[config.mk]
export PLATFORM = sky130hd
export DESIGN_NAME = des_alu
export DESIGN_NICKNAME = d
export VERILOG_FILES = /design/src/hw/rtl/des_pkg.sv /design/src/hw/rtl/des_alu.sv
export SDC_FILE = /design/constraint.sdc
export NUM_CORES = 1
export LEC_CHECK = 0
export BUFFER_PORTS_ARGS = -buffer_cell sky130_fd_sc_hd__buf_2
export CAP_MARGIN = 20
export CORE_MARGIN = 4
export CORE_UTILIZATION = 45
export DETAILED_ROUTE_END_ITERATION = 16
export PLACE_DENSITY = 0.78
export SYNTH_ARGS = -nofsm -noshare
export SYNTH_HDL_FRONTEND = slang
export SYNTH_SLANG_ARGS = --single-unit
[constraint.sdc]
create_clock -name vclk -period 4.3
set_input_delay 0 -clock vclk [all_inputs]
set_output_delay 0 -clock vclk [all_outputs]
set_load 0.03 [all_outputs]
[src/hw/rtl/des_pkg.sv]
// ----------------------------------------------------------------------------
// des_pkg
// Shared types and constants of the delayed event scheduler.
// ----------------------------------------------------------------------------
package des_pkg;

  localparam int unsigned SEQ_W  = 32;
  localparam int unsigned DIM_W  = 8;
  localparam int unsigned DLY_W  = 16;
  localparam int unsigned PAY_W  = 64;
  localparam int unsigned TICK_W = 40;
  localparam int unsigned DUE_W  = TICK_W + 1;
  localparam int unsigned CNT_W  = 32;
  localparam int unsigned PEND_W = 6;
  // operand width of the shared adder; the result carries one extra bit
  localparam int unsigned ALU_W  = DUE_W;

  typedef enum logic {
    OP_EVENT = 1'b0,
    OP_TICK  = 1'b1
  } op_e;

  typedef enum logic {
    KIND_EVENT  = 1'b0,
    KIND_STATUS = 1'b1
  } kind_e;

  typedef enum logic {
    ALU_ADD = 1'b0,
    ALU_SUB = 1'b1
  } alu_op_e;

  typedef struct packed {
    alu_op_e           op;
    logic [ALU_W-1:0]  a;
    logic [ALU_W-1:0]  b;
  } alu_req_t;

  typedef struct packed {
    logic [DUE_W-1:0]  due;
    logic [DIM_W-1:0]  dim;
    logic [SEQ_W-1:0]  seq;
    logic [PAY_W-1:0]  payload;
  } slot_t;

  typedef enum logic [3:0] {
    ST_IDLE,
    ST_SEQ,
    ST_GAP,
    ST_DIM,
    ST_NOW,
    ST_FIND,
    ST_WRITE,
    ST_FULL,
    ST_SCAN,
    ST_CMP,
    ST_EMIT,
    ST_STATUS
  } state_e;

endpackage

[src/hw/rtl/des_alu.sv]
// ----------------------------------------------------------------------------
// des_alu
// Shared adder/subtractor used for sequence checks, drop counting,
// due-tick computation and due compares.
// ----------------------------------------------------------------------------
module des_alu (
  input  des_pkg::alu_req_t          req_i,
  output logic [des_pkg::ALU_W:0]    res_o
);

  // top bit is carry on add, borrow on subtract
  always_comb begin
    unique case (req_i.op)
      des_pkg::ALU_ADD: res_o = {1'b0, req_i.a} + {1'b0, req_i.b};
      des_pkg::ALU_SUB: res_o = {1'b0, req_i.a} - {1'b0, req_i.b};
      default:          res_o = '0;
    endcase
  end

endmodule

* After elaboration in Yosys (flattened, before gate mapping) *
Index checks and enable logic that the tools add are counted.

word-level totals
  bits in registers = 0

cells by class
  add/subtract/negate cells = 2
  bitwise operators = 1
  multiplexer cells = 1

operators with widths
  cell                                            count
  42-bit case mux with 2 select lines             1
  41-bit by 41-bit adder with 42-bit output       1
  41-bit by 41-bit subtractor with 42-bit output  1
  1-bit NOT                                       1

* Logic depth before layout (Yosys ltp) *
  depth in word-level cells = 2
  mapped depth = 18
  depth with buffers taken out = 17

* Least setup slack after synthesis *
No wires, ideal clock.

  path kind = in2out
  start = in req_i[11] in the netlist's numbering
  end = out res_o[39] in the netlist's numbering
  cell stages on the path = 18
  path slack = 0.119 ns
  buffers on the path = 1
  arrival time = 4.181 ns
  cell sequence = or4_4 > nor4b_4 > nand2_2 > nor3_4 > nand3_2 > nor2_1 > a21oi_1 > xnor2_1 > ha_1 > clkbuf_1 > nand2_1 > o21ai_0 > nor2_1 > nor3_1 > a21oi_1 > a21oi_1 > nor3_1 > o311ai_0

on the way
  cells in the longest elaborated chain, start to end = 2
  elaborated cells on any way between the ends = 3
  classes of those cells = 2 x add/sub; 1 x mux

ends and longest elaborated chain
  item                                                                                                                line                          RTL
  start, declared                                                                                                     des_alu.sv:7                  input des_pkg::alu_req_t req_i,
  41-bit by 41-bit subtractor with 42-bit output / 41-bit by 41-bit adder with 42-bit output (equally long branches)  des_alu.sv:15, des_alu.sv:14
  42-bit case mux with 2 select lines *                                                                               des_alu.sv:13                 unique case (req_i.op)
  end, declared                                                                                                       des_alu.sv:8                  output logic [des_pkg::ALU_W:0] res_o

Mark *: on every way between the ends. The rest lies on a longest branch, timed or not.

* Final worst setup path *
  start = in req_i[11] in the netlist's numbering
  end = out res_o[40] in the netlist's numbering

Same word-level chain as after synthesis.

==> results by group <==
Yosys
  – Post-synthesis sequential area ratio: 0
  – Compound-Gate Fraction of Synth Area: 0.319
  – Multiplexer share of the synthesized area: 0.00621
  – Cells after Synth: between 500 and 600
  – Syn_area_per_cell: about 6.6 µm²
  – Netlist Area Pre-Place: 3430 µm²
  – Post-synthesis adder-cell area fraction: 0.159
  – Netlist cell types: 60
  – Synth warnings: 0
  – Xor/xnor share of the synthesized area: 0.187
  – Main combinational cell family by area after synthesis: compound AO/OA/AOI/OAI gates
  – Synth Area in Simple Gates: 0.272
  – Net Count, Synth: ~650

STA
  – Period utilization: 0.951
  – Final setup viols: 0
  – Slew @ Worst Pin: between 0.6 and 0.7 ns
  – Hold_ws: approximately 0.42 ns
  – Hold Violations, Final: 0
  – Tmin final: just over 4 ns
  – Final TNS setup: 0 ns
  – PnR worst setup slack: roughly 0.21 ns
  – Slew HR: 0.567
  – RSZ-0062 raised after global routing: false
  – Pins Over Slew Limit: 0
  – Fmax: roughly 240 MHz

Critical path
  – Crit path DAT: around 4.1 ns
  – Setup crit start kind: primary input
  – CP cell instances: buf_2, or4_4, nor4b_4, nand2_2, nor3_4, nand3_2, nor2_2, a21oi_1, xnor2_1, ha_1, a21o_1, a21o_1, a21oi_1, a21boi_0, o21ai_0, a21oi_2, nand2_1, a221oi_1, buf_2
  – Critical path class: in -> out
  – Crit path from: req_i[11]
  – Crit path capture type: output port
  – Required time of the critical path: 4.30 ns
  – CP bufs+invs: 2
  – Top delay family on crit path: compound AO/OA/AOI/OAI gates
  – CP max stage cell: or4_4
  – Crit-path max cell delay: 0.56 ns
  – Crit-path max FO: 5

Routing
  – WL/cell: roughly 15 µm
  – DR vias: 4,203
  – Final ANT Viol Nets: 0
  – Post-route DRC: 0
  – Via density: just under 6
  – First drt pass iteration count: 5
  – Total routed wirelength: 11,100 µm
  – Initial DRC Count: between 200 and 300

Global route
  – Vias in the first global route: between 3,000 and 4,000
  – GRT busiest layer: met2
  – Largest net degree at the start of global routing: 35
  – Grt total ovfl: 0
  – Met3 usage: 0.0292
  – M2 GR Usage: 0.395
  – Met1 Resource Use GR: 0.319
  – Initial antenna violation count: 0
  – Global-route wire length before repair: roughly 17,000 µm
  – GR Util All Layers: 0.233

Floorplan
  – Die X: around 95 µm
  – I/O pin count: ~130
  – Core ar.: ~7300 µm²
  – Starting Density: 0.467
  – Die area: roughly 9100 µm²
  – # rows: 31
  – Die H: between 90 and 100 µm

Finish
  – Most common cell after layout, fill and taps aside: buf_2
  – Storage cell area: 0 µm²
  – Commonest cells after routing, fill and taps aside: buf_2 (125), a21oi_1 (71), xnor2_1 (60)
  – Ant. Diodes: 0
  – Area grow syn2layout: 20.7%
  – Number of fill cells: around 730
  – Nets: between 700 and 800
  – Sequential cell count: 0
  – Clk_buf instances: 0
  – Layout cells sized above 1: 0.232
  – Post-layout util: 0.564

Power and ir drop
  – Pwr/cell area: between 200 and 300 nW/µm²
  – Peak supply drop: 182 µV
  – Power Total: about 1.1 mW
  – Leakage: 2.03 nW

Placement
  – Detailed placement HPWL: about 9600 µm
  – I/O Buffers: about 130
  – Placer Congestion: between 0.9 and 1
  – Setup WS pre-CTS: around 0.21 ns

Run status
  – Outcome: finished, final reports clean

Clocking
  – CTS resizes: 0
  – Post-CTS Setup Inserts: 0
  – Hold Buf Count CTS: 0

Hold path
  – HP Class: in -> out
  – Hold Crit Start: req_i[0]

Flow run
  – Max capacitance violation total: 0
[final cells by class]
cell class,instances,area (µm²),share of cell area
Timing Repair Buffer,129,656,0.158
Inverter,31,116,0.0281
Tap cell,99,124,0.0299
Multi-Input combinational cell,468,3240,0.783
[power by group]
part | internal, mW | switching (mW) | total (mW)
Combinational | 0.395 | 0.737 | 1.13
Clock | 0 | 0 | 0
Sequential | 0 | 0 | 0
Total | 0.395 | 0.737 | 1.13
[cell usage after synthesis (2+ instances only)]
| cell | count | area share |
|---|---|---|
| a2111oi_0 | 3 | 0.0077 |
| a211o_1 | 4 | 0.010 |
| a211oi_1 | 3 | 0.0066 |
| a21o_1 | 28 | 0.061 |
| a21oi_1 | 72 | 0.11 |
| a31oi_1 | 13 | 0.024 |
| and2_1 | 6 | 0.011 |
| and3_1 | 10 | 0.018 |
| and4_1 | 2 | 0.0051 |
| buf_2 | 2 | 0.0029 |
| clkbuf_1 | 19 | 0.021 |
| ha_1 | 42 | 0.15 |
| inv_1 | 31 | 0.034 |
| nand2_1 | 36 | 0.039 |
| nand2b_1 | 3 | 0.0055 |
| nand3_1 | 12 | 0.018 |
| nand3_2 | 2 | 0.0058 |
| nand4_1 | 10 | 0.018 |
| nor2_1 | 56 | 0.061 |
| nor2b_1 | 5 | 0.0091 |
| nor3_1 | 15 | 0.022 |
| nor3_2 | 2 | 0.0058 |
| nor3_4 | 2 | 0.0095 |
| nor3b_1 | 3 | 0.0066 |
| o2111ai_1 | 3 | 0.0077 |
| o211ai_1 | 4 | 0.0088 |
| o21a_1 | 3 | 0.0066 |
| o21ai_0 | 18 | 0.026 |
| o21bai_1 | 7 | 0.015 |
| o41ai_1 | 2 | 0.0051 |
| or3_1 | 2 | 0.0037 |
| xnor2_1 | 60 | 0.15 |
| xor2_1 | 13 | 0.033 |
[routing by layer]
| layer | wire, µm | part of all wire | vias up |
|---|---|---|---|
| met5 | 0 | 0 | - |
| li1 | - | - | 2096 |
| met3 | 935 | 0.084 | 20 |
| met2 | 5200 | 0.47 | 170 |
| met1 | 4780 | 0.43 | 1917 |
| met4 | 203 | 0.018 | 0 |
[final timing paths]
check	cells past startpoint	to
worst min-delay path	4	res_o[0]
worst max-delay path	19	res_o[40]
[through the flow]
step                      cell area (µm²)  instances
after floorplan                      3430        520
after global placement               4130        727
after detailed placement             4130        727
after CTS                            4130        727
after global routing                 4140        727
final                                4140        727
[worst min-delay path, cell delays in order]
cell and delay, ns:
buf_2 0.10, ha_1 0.13, inv_1 0.03, buf_2 0.16
[cell families after synthesis]
group,after synthesis
AND/OR/NAND/NOR,178
AO/OA/AOI/OAI,172
XOR/XNOR,73
adder cells (fa/ha/maj),43
multiplexers,2
buffers and inverters,52
Note: power is estimated with default switching activity, not from simulation.
