===== config.mk =====
export PLATFORM = sky130hd
export DESIGN_NAME = des_ram
export DESIGN_NICKNAME = d
export VERILOG_FILES = /design/src/hw/rtl/des_ram.sv
export SDC_FILE = /design/constraint.sdc
export NUM_CORES = 1
export LEC_CHECK = 0
export ABC_AREA = 1
export ABC_CLOCK_PERIOD_IN_PS = 2800
export BUFFER_PORTS_ARGS = -buffer_cell sky130_fd_sc_hd__buf_4
export CAP_MARGIN = 20
export CORE_UTILIZATION = 50
export DETAILED_ROUTE_END_ITERATION = 8
export HOLD_SLACK_MARGIN = 0.12
export PLACE_DENSITY = 0.72
export SLEW_MARGIN = 25
export SYNTH_ARGS = -nofsm -noshare
export SYNTH_HDL_FRONTEND = slang
export SYNTH_SLANG_ARGS = --single-unit
export TNS_END_PERCENT = 5

===== constraint.sdc =====
create_clock -name clk_i -period 2.8 [get_ports clk_i]
set_input_delay 0.14 -clock clk_i [delete_from_list [all_inputs] [get_ports clk_i]]
set_output_delay 0.14 -clock clk_i [all_outputs]
set_load 0.02 [all_outputs]

===== src/hw/rtl/des_ram.sv =====
// ----------------------------------------------------------------------------
// des_ram
// Generic single-write, single-read RAM with registered read data.
// ----------------------------------------------------------------------------
module des_ram #(
  parameter int unsigned WIDTH = 8,
  parameter int unsigned DEPTH = 32,
  localparam int unsigned AW   = (DEPTH > 1) ? $clog2(DEPTH) : 1
) (
  input  logic             clk_i,
  input  logic             we_i,
  input  logic [AW-1:0]    waddr_i,
  input  logic [WIDTH-1:0] wdata_i,
  input  logic             re_i,
  input  logic [AW-1:0]    raddr_i,
  output logic [WIDTH-1:0] rdata_o
);

  logic [WIDTH-1:0] mem_q [DEPTH];
  logic [WIDTH-1:0] rdata_q;

  always_ff @(posedge clk_i) begin
    if (we_i) begin
      mem_q[waddr_i] <= wdata_i;
    end
    // hold read data until the next read
    if (re_i) begin
      rdata_q <= mem_q[raddr_i];
    end
  end

  assign rdata_o = rdata_q;

endmodule


# After elaboration in Yosys (flattened, before gate mapping)
# Memory sizes are Yosys's and may differ from the RTL's. A register that Yosys moved wholly into a read port is not among the register bits.
# Index checks and enable logic that the tools add are counted.
# Widths: inputs -> output; s select.
word_totals:
  out_inout_bits: 8
  word_cells: 3
  register_bits: 0
  in_bits: 21
  ramBits: 256
  memories: 1
memory_table:
  columns: ["name", "depth", "width", "rd", "rd_ports_with_merged_regs", "wr", "line", "rtl"]
  rows:
  - ["mem_q", 32, 8, 1, 1, 1, "19", "logic [WIDTH-1:0] mem_q [DEPTH];"]
op_classes:
  mux: 2
op_table:
  columns: ["cell", "n"]
  rows:
  - ["$mux 1", 2]

# Logic depth before layout (Yosys ltp)
# Gate-level depths: netlist of run 1.
depth:
  ltp_word: 2
  ltp_mapped: 11
  ltp_nobuf: 9

# Worst setup path before layout of run 1
# No wires, ideal clock.
synth_path:
  kind: "input to register"
  startpoint: "input port waddr_i[0]"
  endpoint: "memory mem_q[0][0], enable pin"
  setup_ps: 370
  n_path_buf: 0
  required_ps: 2430
  setup_slack_ps: 1626
  path_stages: 3
  arrival_ps: 804
  cell_sequence: "inv_1 nand3_1 nor2_1"
synth_rtl:
  columns: ["item", "line", "rtl"]
  rows:
  - ["start, declared", "12", "input logic [AW-1:0] waddr_i,"]
  - ["end, declared", "19", null]
# No word-level cell before the write port.

==> results.sh, run 1 <==
export IMPL_status="finished, final reports clean"
export IMPL_fin_crit_ps=2330
export IMPL_finalSetupViolCount=0
export IMPL_synthDistinctLibCells=11
export IMPL_num_vias=7003
export IMPL_cts_buffer_depth=3
export IMPL_drt_iter0_markers=739
export IMPL_tritoncts="done"
export IMPL_endpoint_kind="flip-flop"
export IMPL_via_per_inst=5.65
export IMPL_fin_area_um2=12000
export IMPL_area_growth_pct=10.9
export IMPL_grt_util_all_layers_pct=23.3
export IMPL_vdd_drop_max_mv=0.577
export IMPL_final_core_util_pct=57.0
export IMPL_core_area_um2=21200
export IMPL_setup_ws_ps=467
export IMPL_whs_ps=258
export IMPL_nNetsFinal=970
export IMPL_drive_gt1_share_pct=7.68
export IMPL_slew_headroom_pct=33.3
export IMPL_min_path_type="in -> reg"
export IMPL_io_pins=29
export IMPL_fill_cells=1713
export IMPL_synth_most_common_cell="nand2_1"
export IMPL_holdPathStages=3
export IMPL_register_area_um2=7930
export IMPL_htree_num_levels=1
export IMPL_criticalPathCategory="in -> reg"
export IMPL_ys_seq_elements=264
export IMPL_cp_arrival_ps=2620
export IMPL_wl_per_cell_um=20.2
export IMPL_skew_ps=10.8
export IMPL_dp_hpwl_um=14100
export IMPL_grt_pass1_vias=6700
export IMPL_netlist_area_leader_share_pct=73.0
export IMPL_grt_overflow_total=0
export IMPL_dpl_cell_count=1184
export IMPL_start_kind="input pin"
export IMPL_slew_violations=0
export IMPL_cp_max_fo=33
export IMPL_rows=53
export IMPL_synth_top_flop_cell="edfxtp_1"
export IMPL_ys_top_cells_by_area="edfxtp_1 (73%), nand2_1 (12%), nand3_1 (9.4%), buf_6 (2.5%), nor2_1 (1.1%)"
export IMPL_ant_nets=0
export IMPL_syn_area_um2=10900
export IMPL_finalHoldViolations=0
export IMPL_yosysTopAreaCell="edfxtp_1"
export IMPL_yosysSeqAreaShare_pct=73.0
export IMPL_synth_cells=922
export IMPL_clkTransAtPathRegs_ps=60
export IMPL_finalPower_mw=8.29
export IMPL_synthesis_nets=943
export IMPL_post_cts_buffers=0
export IMPL_port_buffers=28
export IMPL_drt_pass1_iter_count=5
export IMPL_fin_crit_sh_pct=83.3
export IMPL_drcViolationCount=0
export IMPL_place_ws_ps=837
export IMPL_die_y_um=149
export IMPL_setup_tns_ps=0
export IMPL_placedInstanceArea_um2=11100
export IMPL_fmax_mhz=429
export IMPL_yosys_warnings=0
export IMPL_cts_hold_buf=12
export IMPL_syn_avg_cell_area_um2=11.8
export IMPL_p_leak_nw=4.42
export IMPL_numCtsBuffers=26
export IMPL_drv_cap=0
export IMPL_cts_sink_count=264
export IMPL_grt_pass1_wl_um=38600
export IMPL_start_util_pct=51.4
export IMPL_gp_congestion=0.822
export IMPL_yosys_top_cells_count="nand2_1 (360), edfxtp_1 (264), nand3_1 (204)"
export IMPL_p_per_area_nw_per_um2=688
export IMPL_ctsResizeCount=0
export IMPL_worstSkewPairLatency_ps=530
export IMPL_grt_max_degree=129
export IMPL_root_buffer="clkbuf_16"
export IMPL_stdcell_count=1239
export IMPL_multi_input_area_um2=2490
export IMPL_antenna_found_initial=1
export IMPL_async_flop_share_pct=0
export IMPL_rr_worst_depth=9
export IMPL_cp_data_required_time_ps=3090
export IMPL_grt_setup_unrepaired="false"
export IMPL_worstMarginPinSlew_ps=995
export IMPL_synth_edf_count=264
export IMPL_die_area_um2=22300
export IMPL_die_w_um=149
export IMPL_drt_wl_total_um=25000
-- per-layer routing --
metal  up-vias  wire length (um)  share of wire [%]  global-route usage, %
met5         -                 0                  0                      0
met4         0               603                2.4                   6.79
met3        45              1970                7.9                   3.35
met2       299             11700                 47                   36.9
met1      3409             10700                 43                   33.6
li1       3250                 -                  -                      -
-- kinds of logic (layout without fill, tap and decap cells) --
family	count (synthesis)	count (layout)	synth area share, %
buffers and inverters	62	103	4.11
other	0	1	0
DFF	264	264	73.0
and+or+nand+nor	596	596	22.9
-- state kept, by name, summed over array words and instances, names as in the netlist --
signal	count
rdata_o	8
mem_q	256
-- cells in the final DEF, fill, tap and decap left out --
cell type,netlist,layout
clkbuf_1,7,6
buf_4,4,36
clkinv_2,0,4
diode_2,0,1
nand3_1,204,204
inv_1,8,7
clkbuf_16,0,27
nand2_1,360,360
bufinv_16,0,2
inv_2,2,1
dlygate4sd3_1,0,12
clkinv_1,0,4
nor2_1,32,32
edfxtp_1,264,264
buf_12,0,3
clkinvlp_4,0,1
-- report_power, final --
part           switching, mW  internal [mW]
logic                  0.390          0.151
registers             0.0187           4.41
clock network           1.39           1.92
-- critical path, cell delays in order --
cell	delay, ps
buf_4	350
clkinv_1	900
nand3_1	360
nand2_1	80
nand2_1	70
nand2_1	60
nand2_1	50
dlygate4sd3_1	550
nand2_1	50
-- area by class of cell --
type / instances / area share (%)
multi-input cells: 596 / 20.7
well taps: 275 / 2.86
diodes: 1 / 0.0208
clock inverters: 9 / 0.779
clock buffers: 33 / 5.79
inverters: 10 / 0.322
repair buffers: 51 / 3.74
flip-flops and latches: 264 / 65.8
-- path summary, 6_finish.rpt --
path	from	end	slack [ps]
max reg2reg	mem_q[19][1]	rdata_o[1]	1000
max	raddr_i[2]	rdata_o[1]	470
min reg2reg	mem_q[17][0]	rdata_o[0]	840
min	waddr_i[3]	mem_q[28][6]	260
Note: power is estimated with default switching activity, not from simulation.
==> run 2: changes to the inputs <==
ABC_AREA = 0   (was 1)
ABC_CLOCK_PERIOD_IN_PS = 1900   (was 2800)
PLACE_DENSITY = 0.75   (was 0.72)
clock period = 1.9 ns   (was 2.8 ns; I/O delays follow)
==> run 2 against run 1 <==
The flow now finishes with violations (setup timing); worst setup slack lost 510 ps; core utilization grew 2.9 points; synthesized area shrank 6.7%; routed wire length shrank 17%; sequential power grew 47%; combinational power grew 26%.
==> results.sh, run 2 <==
export IMPL_status="finished, violations left"
export IMPL_violations="setup timing"
export IMPL_final_cell_mix="edfxtp_1 (264), mux4_2 (80), buf_4 (64)"
export IMPL_finalSetupViolCount=6
export IMPL_yosys_top_cells_count="edfxtp_1 (264), mux4_2 (80), nor2_1 (33)"
export IMPL_syn_area_um2=10100
export IMPL_dr_wl_met3_um=1830
export IMPL_p_leak_nw=3.77
export IMPL_ys_top_cells_by_area="edfxtp_1 (78%), mux4_2 (18%), nor2_1 (1.2%), mux2_2 (0.89%), buf_4 (0.44%)"
export IMPL_dpl_cell_count=730
export IMPL_ant_nets=0
export IMPL_slew_headroom_pct=70.3
export IMPL_start_util_pct=51.6
export IMPL_die_w_um=144
export IMPL_port_buffers=28
export IMPL_final_core_util_pct=59.9
export IMPL_drt_wl_total_um=20700
export IMPL_nNetsFinal=523
export IMPL_fill_cells=1402
export IMPL_cts_buffer_depth=3
export IMPL_p_per_area_nw_per_um2=992
export IMPL_cp_data_required_time_ps=2160
export IMPL_switching_share_pct=20.0
export IMPL_cts_sink_count=264
export IMPL_synth_cells=417
export IMPL_p_switching_mw=2.33
export IMPL_top_register="mem_q"
export IMPL_io_pins=29
export IMPL_stdcell_count=783
export IMPL_drt_pass1_iter_count=5
export IMPL_place_ws_ps=-292
export IMPL_grt_setup_unrepaired="true"
export IMPL_die_area_um2=20800
export IMPL_slew_violations=0
export IMPL_via_per_inst=6.04
export IMPL_synth_edf_count=264
export IMPL_clkPwrFrac_pct=38.3
export IMPL_htree_num_levels=1
export IMPL_p_comb_share_pct=5.8
export IMPL_yosysSeqAreaShare_pct=78.2
export IMPL_finalHoldViolations=0
export IMPL_synth_most_common_cell="edfxtp_1"
export IMPL_crit_path_top_delay_cell="mux4_2"
export IMPL_wl_per_cell_um=26.4
export IMPL_antenna_found_initial=0
export IMPL_final_common_cell="edfxtp_1"
export IMPL_crit_top_cell="mux4_2"
export IMPL_power_share_sequential_pct=55.9
export IMPL_skew_ps=11.5
export IMPL_min_path_type="in -> reg"
export IMPL_setup_ws_ps=-39.7
export IMPL_cp_arrival_ps=2200
export IMPL_critPathBufInv=0
export IMPL_dp_hpwl_um=13100
export IMPL_antennaDiodeCount=0
export IMPL_endpoint_kind="flip-flop"
export IMPL_cp_max_fo=1
export IMPL_wirelength_met1_um=8640
export IMPL_worstSkewPairLatency_ps=510
export IMPL_grt_util_all_layers_pct=20.9
export IMPL_async_flop_share_pct=0
export IMPL_largest_reg_flops=256
export IMPL_gp_congestion=0.790
export IMPL_syn_avg_cell_area_um2=24.3
export IMPL_p_int_mw=9.34
export IMPL_synthesis_nets=438
export IMPL_fmax_mhz=516
export IMPL_fin_crit_sh_pct=102
export IMPL_routed_wl_met2_um=9940
export IMPL_yosysTopAreaCell="edfxtp_1"
export IMPL_criticalPathCategory="reg -> reg"
export IMPL_synthDistinctLibCells=14
export IMPL_fin_area_um2=11800
export IMPL_r2r_slack_ps=-40
export IMPL_whs_ps=187
export IMPL_drv_cap=0
export IMPL_drt_iter0_markers=550
export IMPL_netlist_area_leader_share_pct=78.2
export IMPL_num_vias=4731
export IMPL_grt_overflow_total=0
export IMPL_grt_max_degree=33
export IMPL_rows=51
export IMPL_grt_pass1_vias=4668
export IMPL_fin_crit_ps=1940
export IMPL_yosys_warnings=0
export IMPL_cpPeakStageDelay_ps=540
export IMPL_area_growth_pct=16.2
export IMPL_worstMarginPinSlew_ps=444
export IMPL_crit_family="multiplexers"
export IMPL_finalPower_mw=11.7
export IMPL_drcViolationCount=0
export IMPL_tritoncts="done"
export IMPL_die_y_um=144
export IMPL_vdd_drop_max_mv=0.596
export IMPL_numCtsBuffers=25
export IMPL_top_layer_used="met4"
export IMPL_setup_tns_ps=-143
export IMPL_placedInstanceArea_um2=10900
export IMPL_ys_seq_elements=264
export IMPL_crit_path_cell_trace="mux4_2 -> mux4_2 -> mux2_4"
export IMPL_root_buffer="clkbuf_16"
export IMPL_start_kind="flip-flop"
export IMPL_drive_gt1_share_pct=37.1
export IMPL_core_area_um2=19700
export IMPL_clkTransAtPathRegs_ps=60
export IMPL_synth_top_flop_cell="edfxtp_1"
export IMPL_grt_pass1_wl_um=30300
## run 2: cell count changes after synthesis, moves of 14 or more
| cell | before | now |
|---|---|---|
| buf_6 | 24 | 1 |
| nand2_1 | 360 | 1 |
| nand3_1 | 204 | 2 |
| buf_2 | 15 | 1 |
| mux4_2 | 0 | 80 |
## run 2: worst min-delay path: cells and delay by family
family	cells	cell delay [ps]
buffers and inverters	1	130
AND/OR/NAND/NOR	2	280
## run 2: power groups by stage
stage / sequential, mW / clock (mW) / combinational [mW]
after CTS: 6.53 / 4.55 / 0.688
after global routing: 6.53 / 4.76 / 0.723
after detailed placement: 6.65 / 0 / 0.661
final: 6.53 / 4.47 / 0.681
after floorplan: 6.66 / 0 / 0.352
after global placement: 6.64 / 0 / 0.642
## run 2: cell families after synthesis
family        share of synthesized area (%)
buf+inv                                1.05
flops                                  78.2
mux                                    18.7
simple gates                           2.05
## run 2: final timing paths
| path | start | end | depth (start not counted) |
|---|---|---|---|
| worst min register to register | mem_q[31][2] | rdata_o[2] | 3 |
| worst max register to register | mem_q[29][4] | rdata_o[4] | 3 |
| worst max-delay path | mem_q[29][4] | rdata_o[4] | 3 |
| worst min-delay path | waddr_i[2] | mem_q[21][6] | 3 |
## run 2: what timing repair did
action	in CTS	in global routing
hold endpoints to repair	272	0
hold buffers	10	0
cloned	0	0
resized for setup	4	2
setup buffers	0	0
pin swaps	0	0
endpoints found under the setup margin	8	8
## run 2: layout make-up
cell class,instances,area (um2),area share (%)
Multi-Input combinational cell,133,2120,18.0
Sequential cell,264,7930,67.3
Clock inverter,15,93.8,0.797
Timing Repair Buffer,78,661,5.61
Clock buffer,28,637,5.41
Tap cell,265,332,2.82
## run 2: per-layer routing
layer,vias up,GRT usage [%]
li1,1950,-
met1,2518,31.6
met2,241,32.9
met3,22,2.91
met4,0,4.71
met5,-,0
